===== src/rtl/core/ttyld_pkg.sv =====
// shared types and constants of the terminal line discipline buffer
package ttyld_pkg;

    localparam int DEF_BUFFER_DEPTH = 256;
    localparam int MAX_READ         = 32;

    localparam logic [7:0] CH_BS    = 8'h08;
    localparam logic [7:0] CH_LF    = 8'h0A;
    localparam logic [7:0] CH_CR    = 8'h0D;
    localparam logic [7:0] CH_SP    = 8'h20;
    localparam logic [7:0] CH_CARET = 8'h5E;
    localparam logic [7:0] CH_C     = 8'h43;

    localparam logic       RST_CANON     = 1'b1;
    localparam logic       RST_ECHO      = 1'b1;
    localparam logic       RST_NONBLOCK  = 1'b0;
    localparam logic [7:0] RST_ERASE     = 8'd127;
    localparam logic [7:0] RST_MIN_CHARS = 8'd1;
    localparam logic       RST_SIGNALS   = 1'b1;

    typedef enum logic [1:0] {
        OP_RECV  = 2'd0,
        OP_READ  = 2'd1,
        OP_INTR  = 2'd2,
        OP_FLUSH = 2'd3
    } t_opcode;

    typedef enum logic [1:0] {
        KIND_ECHO = 2'd0,
        KIND_BYTE = 2'd1,
        KIND_END  = 2'd2,
        KIND_INTR = 2'd3
    } t_kind;

    typedef enum logic [1:0] {
        RD_OK      = 2'd0,
        RD_WBLOCK  = 2'd1,
        RD_NO_LINE = 2'd2
    } t_rd_status;

    typedef enum logic [2:0] {
        CFG_CANON     = 3'd0,
        CFG_ECHO      = 3'd1,
        CFG_NONBLOCK  = 3'd2,
        CFG_ERASE     = 3'd3,
        CFG_MIN_CHARS = 3'd4,
        CFG_SIGNALS   = 3'd5
    } t_cfg_idx;

    typedef enum logic [2:0] {
        PLAN_NONE  = 3'd0,
        PLAN_ECHO  = 3'd1,
        PLAN_END   = 3'd2,
        PLAN_SCAN  = 3'd3,
        PLAN_FETCH = 3'd4
    } t_plan;

    typedef struct packed {
        logic [1:0] opcode;
        logic [7:0] char_code;
        logic [5:0] read_len;
    } t_req;

    typedef struct packed {
        logic [1:0] kind;
        logic [7:0] data_byte;
        logic [1:0] status;
        logic [5:0] byte_count;
        logic       last;
    } t_res;

    typedef struct packed {
        logic accept;
        logic emit_echo;
        logic addr_scan;
        logic scan_next;
        logic set_noline;
        logic emit_byte;
        logic emit_end;
    } t_dp_cmd;

    typedef struct packed {
        t_plan plan;
        logic  seq_last;
        logic  scan_done;
        logic  scan_nl;
        logic  fetch_more;
        logic  byte_stop;
    } t_dp_stat;

endpackage


===== src/rtl/core/ttyld_ram.sv =====
// generic single-port-write, single-port-read ram with registered read
module ttyld_ram #(
    parameter int WIDTH = 8,
    parameter int DEPTH = 256
) (
    input  logic                     i_clk,
    input  logic                     i_we,
    input  logic [$clog2(DEPTH)-1:0] i_waddr,
    input  logic [WIDTH-1:0]         i_wdata,
    input  logic [$clog2(DEPTH)-1:0] i_raddr,
    output logic [WIDTH-1:0]         o_rdata
);

    logic [WIDTH-1:0] r_mem [DEPTH];
    logic [WIDTH-1:0] r_rdata;

    always_ff @(posedge i_clk) begin
        if (i_we) begin
            r_mem[i_waddr] <= i_wdata;
        end
        r_rdata <= r_mem[i_raddr];
    end

    assign o_rdata = r_rdata;

endmodule


===== src/rtl/core/ttyld_ctrl.sv =====
// controller state machine sequencing requests, reads and echo output
module ttyld_ctrl (
    input  logic                i_clk,
    input  logic                i_rst_n,
    input  logic                i_start,
    input  ttyld_pkg::t_dp_stat i_stat,
    output ttyld_pkg::t_dp_cmd  o_cmd,
    output logic                o_busy
);

    typedef enum logic [6:0] {
        S_IDLE  = 7'b0000001,
        S_ECHO  = 7'b0000010,
        S_SCAN  = 7'b0000100,
        S_CHECK = 7'b0001000,
        S_FETCH = 7'b0010000,
        S_BYTE  = 7'b0100000,
        S_END   = 7'b1000000
    } t_state;

    t_state r_state;
    t_state n_state;

    always_ff @(posedge i_clk) begin
        if (!i_rst_n) begin
            r_state <= S_IDLE;
        end else begin
            r_state <= n_state;
        end
    end

    always_comb begin
        n_state = r_state;
        o_cmd   = '0;
        unique case (r_state)
            S_IDLE: begin
                if (i_start) begin
                    o_cmd.accept = 1'b1;
                    unique case (i_stat.plan)
                        ttyld_pkg::PLAN_ECHO:  n_state = S_ECHO;
                        ttyld_pkg::PLAN_END:   n_state = S_END;
                        ttyld_pkg::PLAN_SCAN:  n_state = S_SCAN;
                        ttyld_pkg::PLAN_FETCH: n_state = S_FETCH;
                        default:               n_state = S_IDLE;
                    endcase
                end
            end
            S_ECHO: begin
                o_cmd.emit_echo = 1'b1;
                if (i_stat.seq_last) begin
                    n_state = S_IDLE;
                end
            end
            S_SCAN: begin
                o_cmd.addr_scan = 1'b1;
                if (i_stat.scan_done) begin
                    o_cmd.set_noline = 1'b1;
                    n_state          = S_END;
                end else begin
                    n_state = S_CHECK;
                end
            end
            S_CHECK: begin
                if (i_stat.scan_nl) begin
                    n_state = S_FETCH;
                end else begin
                    o_cmd.scan_next = 1'b1;
                    n_state         = S_SCAN;
                end
            end
            S_FETCH: begin
                n_state = i_stat.fetch_more ? S_BYTE : S_END;
            end
            S_BYTE: begin
                o_cmd.emit_byte = 1'b1;
                n_state         = i_stat.byte_stop ? S_END : S_FETCH;
            end
            S_END: begin
                o_cmd.emit_end = 1'b1;
                n_state        = S_IDLE;
            end
            default: n_state = S_IDLE;
        endcase
    end

    assign o_busy = (r_state != S_IDLE);

endmodule


===== src/rtl/core/ttyld_dp.sv =====
// datapath: ring indices, configuration, line editing and result register
module ttyld_dp #(
    parameter int BUFFER_DEPTH = ttyld_pkg::DEF_BUFFER_DEPTH
) (
    input  logic                            i_clk,
    input  logic                            i_rst_n,
    input  ttyld_pkg::t_req                 i_req,
    input  logic                            i_cfg_we,
    input  logic [2:0]                      i_cfg_index,
    input  logic [7:0]                      i_cfg_wdata,
    input  ttyld_pkg::t_dp_cmd              i_cmd,
    output ttyld_pkg::t_dp_stat             o_stat,
    output logic                            o_ram_we,
    output logic [$clog2(BUFFER_DEPTH)-1:0] o_ram_waddr,
    output logic [7:0]                      o_ram_wdata,
    output logic [$clog2(BUFFER_DEPTH)-1:0] o_ram_raddr,
    input  logic [7:0]                      i_ram_rdata,
    output logic                            o_res_valid,
    output ttyld_pkg::t_res                 o_res
);

    localparam int AW = $clog2(BUFFER_DEPTH);
    localparam logic [AW-1:0] LAST_IDX = AW'(BUFFER_DEPTH - 1);

    typedef enum logic [1:0] {
        SEQ_CHAR  = 2'd0,
        SEQ_ERASE = 2'd1,
        SEQ_INTR  = 2'd2
    } t_seq;

    function automatic logic [AW-1:0] idx_inc(input logic [AW-1:0] i);
        return (i == LAST_IDX) ? '0 : i + AW'(1);
    endfunction

    function automatic logic [AW-1:0] idx_dec(input logic [AW-1:0] i);
        return (i == '0) ? LAST_IDX : i - AW'(1);
    endfunction

    // configuration
    logic       r_canon, r_echo, r_nonblock, r_sig;
    logic [7:0] r_erase, r_min;

    // ring control
    logic [AW-1:0] r_wr, r_rd, r_lb, r_scan;
    logic [AW-1:0] n_wr, n_rd, n_lb, n_scan;

    // read and echo progress
    logic [5:0] r_len, r_got, n_len, n_got;
    logic [1:0] r_status, n_status;
    t_seq       r_seq_type, n_seq_type;
    logic [1:0] r_seq_idx, n_seq_idx;
    logic [7:0] r_seq_char, n_seq_char;

    logic            r_out_valid, n_out_valid;
    ttyld_pkg::t_res r_out, n_out;

    // decode of the offered request
    logic [7:0]       d_char;
    logic             d_erase;
    logic [AW-1:0]    d_wr_next;
    ttyld_pkg::t_plan d_plan;
    logic [5:0]       d_len;
    logic [7:0]       need;
    logic [5:0]       got_inc;
    logic [7:0]       echo_byte;

    always_ff @(posedge i_clk) begin
        if (!i_rst_n) begin
            r_canon     <= ttyld_pkg::RST_CANON;
            r_echo      <= ttyld_pkg::RST_ECHO;
            r_nonblock  <= ttyld_pkg::RST_NONBLOCK;
            r_erase     <= ttyld_pkg::RST_ERASE;
            r_min       <= ttyld_pkg::RST_MIN_CHARS;
            r_sig       <= ttyld_pkg::RST_SIGNALS;
            r_wr        <= '0;
            r_rd        <= '0;
            r_lb        <= '0;
            r_out_valid <= 1'b0;
        end else begin
            if (i_cfg_we) begin
                unique case (ttyld_pkg::t_cfg_idx'(i_cfg_index))
                    ttyld_pkg::CFG_CANON:     r_canon    <= i_cfg_wdata[0];
                    ttyld_pkg::CFG_ECHO:      r_echo     <= i_cfg_wdata[0];
                    ttyld_pkg::CFG_NONBLOCK:  r_nonblock <= i_cfg_wdata[0];
                    ttyld_pkg::CFG_ERASE:     r_erase    <= i_cfg_wdata;
                    ttyld_pkg::CFG_MIN_CHARS: r_min      <= i_cfg_wdata;
                    ttyld_pkg::CFG_SIGNALS:   r_sig      <= i_cfg_wdata[0];
                    default: ;
                endcase
            end
            r_wr        <= n_wr;
            r_rd        <= n_rd;
            r_lb        <= n_lb;
            r_out_valid <= n_out_valid;
        end
    end

    always_ff @(posedge i_clk) begin
        r_scan     <= n_scan;
        r_len      <= n_len;
        r_got      <= n_got;
        r_status   <= n_status;
        r_seq_type <= n_seq_type;
        r_seq_idx  <= n_seq_idx;
        r_seq_char <= n_seq_char;
        r_out      <= n_out;
    end

    // request decode, independent of the handshake
    always_comb begin
        d_char    = (r_canon && i_req.char_code == ttyld_pkg::CH_CR) ? ttyld_pkg::CH_LF
                                                                     : i_req.char_code;
        d_erase   = r_canon && (d_char == ttyld_pkg::CH_BS || d_char == r_erase);
        d_wr_next = idx_inc(r_wr);
        d_len     = (i_req.read_len > 6'(ttyld_pkg::MAX_READ)) ? 6'(ttyld_pkg::MAX_READ)
                                                               : i_req.read_len;
        d_plan    = ttyld_pkg::PLAN_NONE;
        unique case (ttyld_pkg::t_opcode'(i_req.opcode))
            ttyld_pkg::OP_RECV: begin
                if (d_erase) begin
                    if (r_wr != r_lb && r_echo) d_plan = ttyld_pkg::PLAN_ECHO;
                end else if (d_wr_next != r_rd && r_echo) begin
                    d_plan = ttyld_pkg::PLAN_ECHO;
                end
            end
            ttyld_pkg::OP_READ: begin
                if (r_nonblock && r_wr == r_rd) begin
                    d_plan = ttyld_pkg::PLAN_END;
                end else if (r_canon) begin
                    d_plan = ttyld_pkg::PLAN_SCAN;
                end else begin
                    d_plan = ttyld_pkg::PLAN_FETCH;
                end
            end
            ttyld_pkg::OP_INTR: begin
                if (r_sig) d_plan = ttyld_pkg::PLAN_ECHO;
            end
            ttyld_pkg::OP_FLUSH: d_plan = ttyld_pkg::PLAN_NONE;
            default:             d_plan = ttyld_pkg::PLAN_NONE;
        endcase
    end

    always_comb begin
        need    = (r_min == 8'd0) ? 8'd1 : r_min;
        got_inc = r_got + 6'd1;

        unique case (r_seq_type)
            SEQ_CHAR:  echo_byte = r_seq_char;
            SEQ_ERASE: echo_byte = (r_seq_idx == 2'd1) ? ttyld_pkg::CH_SP : ttyld_pkg::CH_BS;
            SEQ_INTR: begin
                unique case (r_seq_idx)
                    2'd1:    echo_byte = ttyld_pkg::CH_CARET;
                    2'd2:    echo_byte = ttyld_pkg::CH_C;
                    2'd3:    echo_byte = ttyld_pkg::CH_LF;
                    default: echo_byte = 8'd0;
                endcase
            end
            default:   echo_byte = 8'd0;
        endcase

        o_stat.plan = d_plan;
        unique case (r_seq_type)
            SEQ_ERASE: o_stat.seq_last = (r_seq_idx == 2'd2);
            SEQ_INTR:  o_stat.seq_last = r_echo ? (r_seq_idx == 2'd3) : (r_seq_idx == 2'd0);
            default:   o_stat.seq_last = 1'b1;
        endcase
        o_stat.scan_done  = (r_scan == r_wr);
        o_stat.scan_nl    = (i_ram_rdata == ttyld_pkg::CH_LF);
        o_stat.fetch_more = (r_got < r_len) && (r_rd != r_wr);
        o_stat.byte_stop  = r_canon ? (i_ram_rdata == ttyld_pkg::CH_LF)
                                    : ({2'b00, got_inc} >= need);
    end

    always_comb begin
        n_wr        = r_wr;
        n_rd        = r_rd;
        n_lb        = r_lb;
        n_scan      = r_scan;
        n_len       = r_len;
        n_got       = r_got;
        n_status    = r_status;
        n_seq_type  = r_seq_type;
        n_seq_idx   = r_seq_idx;
        n_seq_char  = r_seq_char;
        n_out_valid = 1'b0;
        n_out       = '0;
        o_ram_we    = 1'b0;
        o_ram_waddr = r_wr;
        o_ram_wdata = d_char;
        o_ram_raddr = i_cmd.addr_scan ? r_scan : r_rd;

        if (i_cmd.accept) begin
            n_seq_idx  = 2'd0;
            n_seq_char = d_char;
            unique case (ttyld_pkg::t_opcode'(i_req.opcode))
                ttyld_pkg::OP_RECV: begin
                    if (d_erase) begin
                        n_seq_type = SEQ_ERASE;
                        // never erase back past the start of the line
                        if (r_wr != r_lb) n_wr = idx_dec(r_wr);
                    end else begin
                        n_seq_type = SEQ_CHAR;
                        if (d_wr_next != r_rd) begin
                            o_ram_we = 1'b1;
                            n_wr     = d_wr_next;
                            if (r_canon && d_char == ttyld_pkg::CH_LF) n_lb = d_wr_next;
                        end
                    end
                end
                ttyld_pkg::OP_READ: begin
                    n_len    = d_len;
                    n_got    = 6'd0;
                    n_scan   = r_rd;
                    n_status = (r_nonblock && r_wr == r_rd) ? ttyld_pkg::RD_WBLOCK
                                                             : ttyld_pkg::RD_OK;
                end
                ttyld_pkg::OP_INTR: begin
                    n_seq_type = SEQ_INTR;
                    if (r_sig) n_wr = r_lb;
                end
                ttyld_pkg::OP_FLUSH: begin
                    n_rd = r_wr;
                    n_lb = r_wr;
                end
                default: ;
            endcase
        end

        if (i_cmd.scan_next)  n_scan   = idx_inc(r_scan);
        if (i_cmd.set_noline) n_status = ttyld_pkg::RD_NO_LINE;

        if (i_cmd.emit_echo) begin
            n_seq_idx       = r_seq_idx + 2'd1;
            n_out_valid     = 1'b1;
            n_out.kind      = (r_seq_type == SEQ_INTR && r_seq_idx == 2'd0) ?
                              ttyld_pkg::KIND_INTR : ttyld_pkg::KIND_ECHO;
            n_out.data_byte = echo_byte;
            n_out.last      = o_stat.seq_last;
        end

        if (i_cmd.emit_byte) begin
            n_rd            = idx_inc(r_rd);
            n_got           = got_inc;
            n_out_valid     = 1'b1;
            n_out.kind      = ttyld_pkg::KIND_BYTE;
            n_out.data_byte = i_ram_rdata;
        end

        if (i_cmd.emit_end) begin
            n_out_valid      = 1'b1;
            n_out.kind       = ttyld_pkg::KIND_END;
            n_out.status     = r_status;
            n_out.byte_count = r_got;
            n_out.last       = 1'b1;
        end
    end

    assign o_res_valid = r_out_valid;
    assign o_res       = r_out;

endmodule


===== src/rtl/core/tty_line_discipline_buffer.sv =====
// top level of the terminal input ring buffer with canonical line editing
//
// A request is taken when i_start is high and o_busy is low; each result shows on
// o_res for one cycle with o_res_valid high and cannot be held off, so the receiver
// must take it then. Results leave through an output register, in the cycle after the
// controller makes them. With echo on, a received character that is stored gives one
// echo result and an erase that removes a character echoes backspace, space and
// backspace. With signals enabled an interrupt key gives an interrupt result, then
// ^, C and newline echoes when echo is on; a flush gives no result. A read gives each
// stored byte as a result, then an end result once it stops on a newline, the raw
// minimum, the length or an empty ring; in canonical mode it first examines bytes
// while looking for the newline. A read that finds no complete line, and a would_block
// read, give only the end result. The ring is one memory with a registered read
// port, walked one entry at a time; its contents need no initialisation after reset.
module tty_line_discipline_buffer #(
    parameter int BUFFER_DEPTH = ttyld_pkg::DEF_BUFFER_DEPTH
) (
    input  logic            i_clk,
    input  logic            i_rst_n,
    input  logic            i_start,
    output logic            o_busy,
    input  ttyld_pkg::t_req i_req,
    input  logic            i_cfg_we,
    input  logic [2:0]      i_cfg_index,
    input  logic [7:0]      i_cfg_wdata,
    output logic            o_res_valid,
    output ttyld_pkg::t_res o_res
);

    localparam int AW = $clog2(BUFFER_DEPTH);

    ttyld_pkg::t_dp_cmd  cmd;
    ttyld_pkg::t_dp_stat stat;

    logic          ram_we;
    logic [AW-1:0] ram_waddr;
    logic [7:0]    ram_wdata;
    logic [AW-1:0] ram_raddr;
    logic [7:0]    ram_rdata;

    ttyld_ctrl u_ctrl (
        .i_clk   (i_clk),
        .i_rst_n (i_rst_n),
        .i_start (i_start),
        .i_stat  (stat),
        .o_cmd   (cmd),
        .o_busy  (o_busy)
    );

    ttyld_dp #(
        .BUFFER_DEPTH (BUFFER_DEPTH)
    ) u_dp (
        .i_clk       (i_clk),
        .i_rst_n     (i_rst_n),
        .i_req       (i_req),
        .i_cfg_we    (i_cfg_we),
        .i_cfg_index (i_cfg_index),
        .i_cfg_wdata (i_cfg_wdata),
        .i_cmd       (cmd),
        .o_stat      (stat),
        .o_ram_we    (ram_we),
        .o_ram_waddr (ram_waddr),
        .o_ram_wdata (ram_wdata),
        .o_ram_raddr (ram_raddr),
        .i_ram_rdata (ram_rdata),
        .o_res_valid (o_res_valid),
        .o_res       (o_res)
    );

    ttyld_ram #(
        .WIDTH (8),
        .DEPTH (BUFFER_DEPTH)
    ) u_ring (
        .i_clk   (i_clk),
        .i_we    (ram_we),
        .i_waddr (ram_waddr),
        .i_wdata (ram_wdata),
        .i_raddr (ram_raddr),
        .o_rdata (ram_rdata)
    );

endmodule

===== config.mk =====
export PLATFORM = sky130hd
export DESIGN_NAME = tty_line_discipline_buffer
export DESIGN_NICKNAME = d
export VERILOG_FILES = /design/src/rtl/core/ttyld_pkg.sv /design/src/rtl/core/ttyld_ram.sv /design/src/rtl/core/ttyld_ctrl.sv /design/src/rtl/core/ttyld_dp.sv /design/src/rtl/core/tty_line_discipline_buffer.sv
export SDC_FILE = /design/constraint.sdc
export NUM_CORES = 2
export LEC_CHECK = 0
export BUFFER_PORTS_ARGS = -buffer_cell sky130_fd_sc_hd__buf_2
export CAP_MARGIN = 20
export CORE_ASPECT_RATIO = 0.5
export CORE_MARGIN = 5
export CORE_UTILIZATION = 40
export DETAILED_ROUTE_END_ITERATION = 10
export MAX_ROUTING_LAYER = met4
export PLACE_DENSITY_LB_ADDON = 0.08
export SLEW_MARGIN = 5
export SYNTH_ARGS = -nofsm -noshare
export SYNTH_HDL_FRONTEND = slang
export SYNTH_SLANG_ARGS = --single-unit

===== constraint.sdc =====
create_clock -name i_clk -period 16.8 [get_ports i_clk]
set_clock_uncertainty 0.15 [all_clocks]
set_input_delay 1.68 -clock i_clk [delete_from_list [all_inputs] [get_ports i_clk]]
set_output_delay 1.68 -clock i_clk [all_outputs]
set_load 0.005 [all_outputs]

==> results.json <==
{
  "clock-root-buffer": "clkbuf_16",
  "worstMarginPinSlew_ns": 1.30,
  "yosysTopAreaCellShare_pct": 72.2,
  "fmax_ghz": 0.143,
  "ys_seq_area_share_pct": 74.1,
  "avgSynthCellArea_um2": 14.3,
  "critPathLaunchType": "input pin",
  "cp_max_fo": 77,
  "total_power_mw": 11.1,
  "grt_max_degree": 195,
  "synth_cells": 6065,
  "post_cts_buffers": 0,
  "num_vias": 53875,
  "synth-edff-count": 2080,
  "synth_ff_type": "edfxtp_1",
  "grt_pass1_wl_um": 400000,
  "synth-seq-cells": 2161,
  "ys_async_sr_fraction_pct": 0,
  "critical_path.cell_chain": "buf_8, or4b_1, o31ai_1, xor2_1, a31oi_2, buf_4, nand3_1, nor2_1, buf_4, and3_1, nand2_1, nor2_1",
  "setup_viol": 0,
  "cts_made_buffers": 203,
  "syn_to_final_growth_pct": 11.6,
  "cpMaxStageDelayCell": "nand2_1",
  "yosys_warnings": 0,
  "finalSetupTns_ns": 0,
  "timing.final.crit_share_pct": 41.7,
  "clk_pin_slew_ns": 0.06,
  "min_period_ns": 7.00,
  "cts.htree.levels": 4,
  "grt.overflow.total": 0,
  "synth.cell_area_um2": 86500,
  "vias_per_cell": 5.94,
  "hold_class": "register to register",
  "die_w_um": 668,
  "arrival_ns": 7.30,
  "grt_pass1_vias": 51927,
  "routabilityCongestion": 0.888,
  "path_class": "input pin to register",
  "grtUsageTotal_pct": 25.5,
  "p_per_area_nw_per_um2": 115,
  "drt_iter0_markers": 7662,
  "ios": 52,
  "end_kind": "register",
  "rsz0062_at_grt": "no",
  "antenna_found_initial": 27,
  "hold_viol_final": 0,
  "drive_above_1_share_pct": 9.73,
  "fp.dieH_um": 339,
  "ant_nets": 0,
  "clockBufferDepth": 4,
  "status": "complete, no violations",
  "synth_top_area_cell": "edfxtp_1",
  "drc": 0,
  "ir_worst_vdd_uv": 78.3,
  "synthTopCellsByArea": "edfxtp_1, nand2_1, mux2i_1, mux4_2, nand3_1",
  "dp_hpwl_um": 172000,
  "final_cell_mix": "edfxtp_1, nand2_1, nand3_1",
  "final_common_cell": "edfxtp_1",
  "routed_wirelength_um": 288000,
  "slowest_delay_ns": 0.87,
  "cts_sinks": 2161,
  "synth.distinct_cells": 83,
  "cts_hold_buf": 0,
  "nNetsFinal": 6102,
  "cap_violations": 0,
  "final-max-slew-violation-count": 0,
  "syn_nets": 6125,
  "cts_tree": "yes",
  "drtPass1Iterations": 8,
  "slew-limit-headroom_pct": 12.3,
  "cp.required_ns": 17.10,
  "post_cts_resize_count": 0,
  "drt-wirelength-per-cell_um": 31.8,
  "numPortBuffers": 51,
  "worst_skew_pair.late_latency_ns": 0.85,
  "num_rows": 120,
  "die_area_um2": 226000,
  "leakage_nw": 30.8,
  "start_util_pct": 40.3,
  "core_um2": 215000
}
[sequential cells by signal (all words and copies together), names as in the netlist, 7 cells and up]
register / cells
u_dp.r_min: 8
u_dp.r_scan: 8
u_dp.o_res: 19
u_ring.o_rdata: 8
u_ctrl.r_state: 7
u_ring.r_mem: 2048
u_dp.r_seq_char: 8
u_dp.r_erase: 8
u_dp.r_rd: 8
u_dp.o_ram_waddr: 8
u_dp.r_lb: 8
[where the power goes]
part | switching, mW | leakage (nW) | internal [mW]
logic | 0.360 | 8.22 | 0.0973
registers | 0.0302 | 19.4 | 5.92
clock network | 2.03 | 3.23 | 2.66
[Yosys cell counts, types with 30 or more instances]
library cell / instances
a21oi_1: 159
a22oi_1: 40
a31oi_1: 125
a32oi_1: 47
buf_1: 32
buf_2: 170
clkbuf_1: 158
dfxtp_1: 81
edfxtp_1: 2080
mux2i_1: 307
mux4_2: 86
nand2_1: 1253
nand3_1: 363
nand4_1: 131
nor2_1: 330
nor3_1: 30
nor4_1: 48
o21ai_0: 94
o22ai_1: 110
xnor2_1: 31
[layer usage]
layer  up-vias  share of wire [%]  global-route usage, %  wire [um]
met3       414                 10                   5.69      28900
met4         0                2.4                   5.61       6930
met2      2889                 43                   36.9     125000
li1      22837                  -                      -          -
met5         -                  0                      -          0
met1     27735                 44                   37.0     127000
[through the flow]
step | cells | worst slack (ns) | hold slack (ns) | utilization [%] | cell area (um^2)
after floorplan | 6065 | 9.97 | 0.267 | - | 86500
after global placement | 8701 | 9.19 | 0.279 | 41.9 | 89800
after detailed placement | 8702 | 9.13 | 0.283 | 41.9 | 89800
after CTS | 9061 | 10.01 | 0.298 | 44.9 | 96400
after global routing | 9064 | 9.75 | 0.321 | 45.0 | 96500
final | 9074 | 9.80 | 0.300 | 45.0 | 96500
[worst max-delay path: cells and delay by family]
kind,cells,cell delay [ns]
AO/OA/AOI/OAI,2,1.04
AND/OR/NAND/NOR,6,3.24
XOR/XNOR,1,0.19
buffers and inverters,3,1.12
[layout make-up]
type,instances,area (um^2)
well taps,2867,3590
flip-flops and latches,2161,64100
multi-input cells,3483,20800
diodes,11,27.5
clock inverters,105,1100
repair buffers,162,1300
fillers,18884,118000
clock buffers,254,5510
inverters,31,124
[path summary, 6_finish.rpt]
kind | cells after the start | slack [ns] | to | startpoint
hold reg to reg | 1 | 0.30 | u_dp.r_status[1]$_SDFFE_PP1P_ | u_dp.r_status[1]$_SDFFE_PP1P_
hold / removal | 1 | 0.30 | u_dp.r_status[1]$_SDFFE_PP1P_ | u_dp.r_status[1]$_SDFFE_PP1P_
setup / recovery | 12 | 9.80 | u_ring.r_mem[196][0]$_DFFE_PP_ | i_req[9]
setup reg to reg | 11 | 10.30 | u_ring.r_mem[196][0]$_DFFE_PP_ | u_dp.o_ram_waddr[0]$_SDFFE_PN0P_
[cells by family after synthesis]
logic type / share of synthesized area [%]
DFF: 74.1
adders and majority gates: 0.420
buffers and inverters: 2.21
AOI/OAI and AO/OA: 5.38
and+or+nand+nor: 11.5
xor gates and xnor gates: 0.564
muxes: 5.83
No activity file was read; power rests on OpenSTA's default activity.
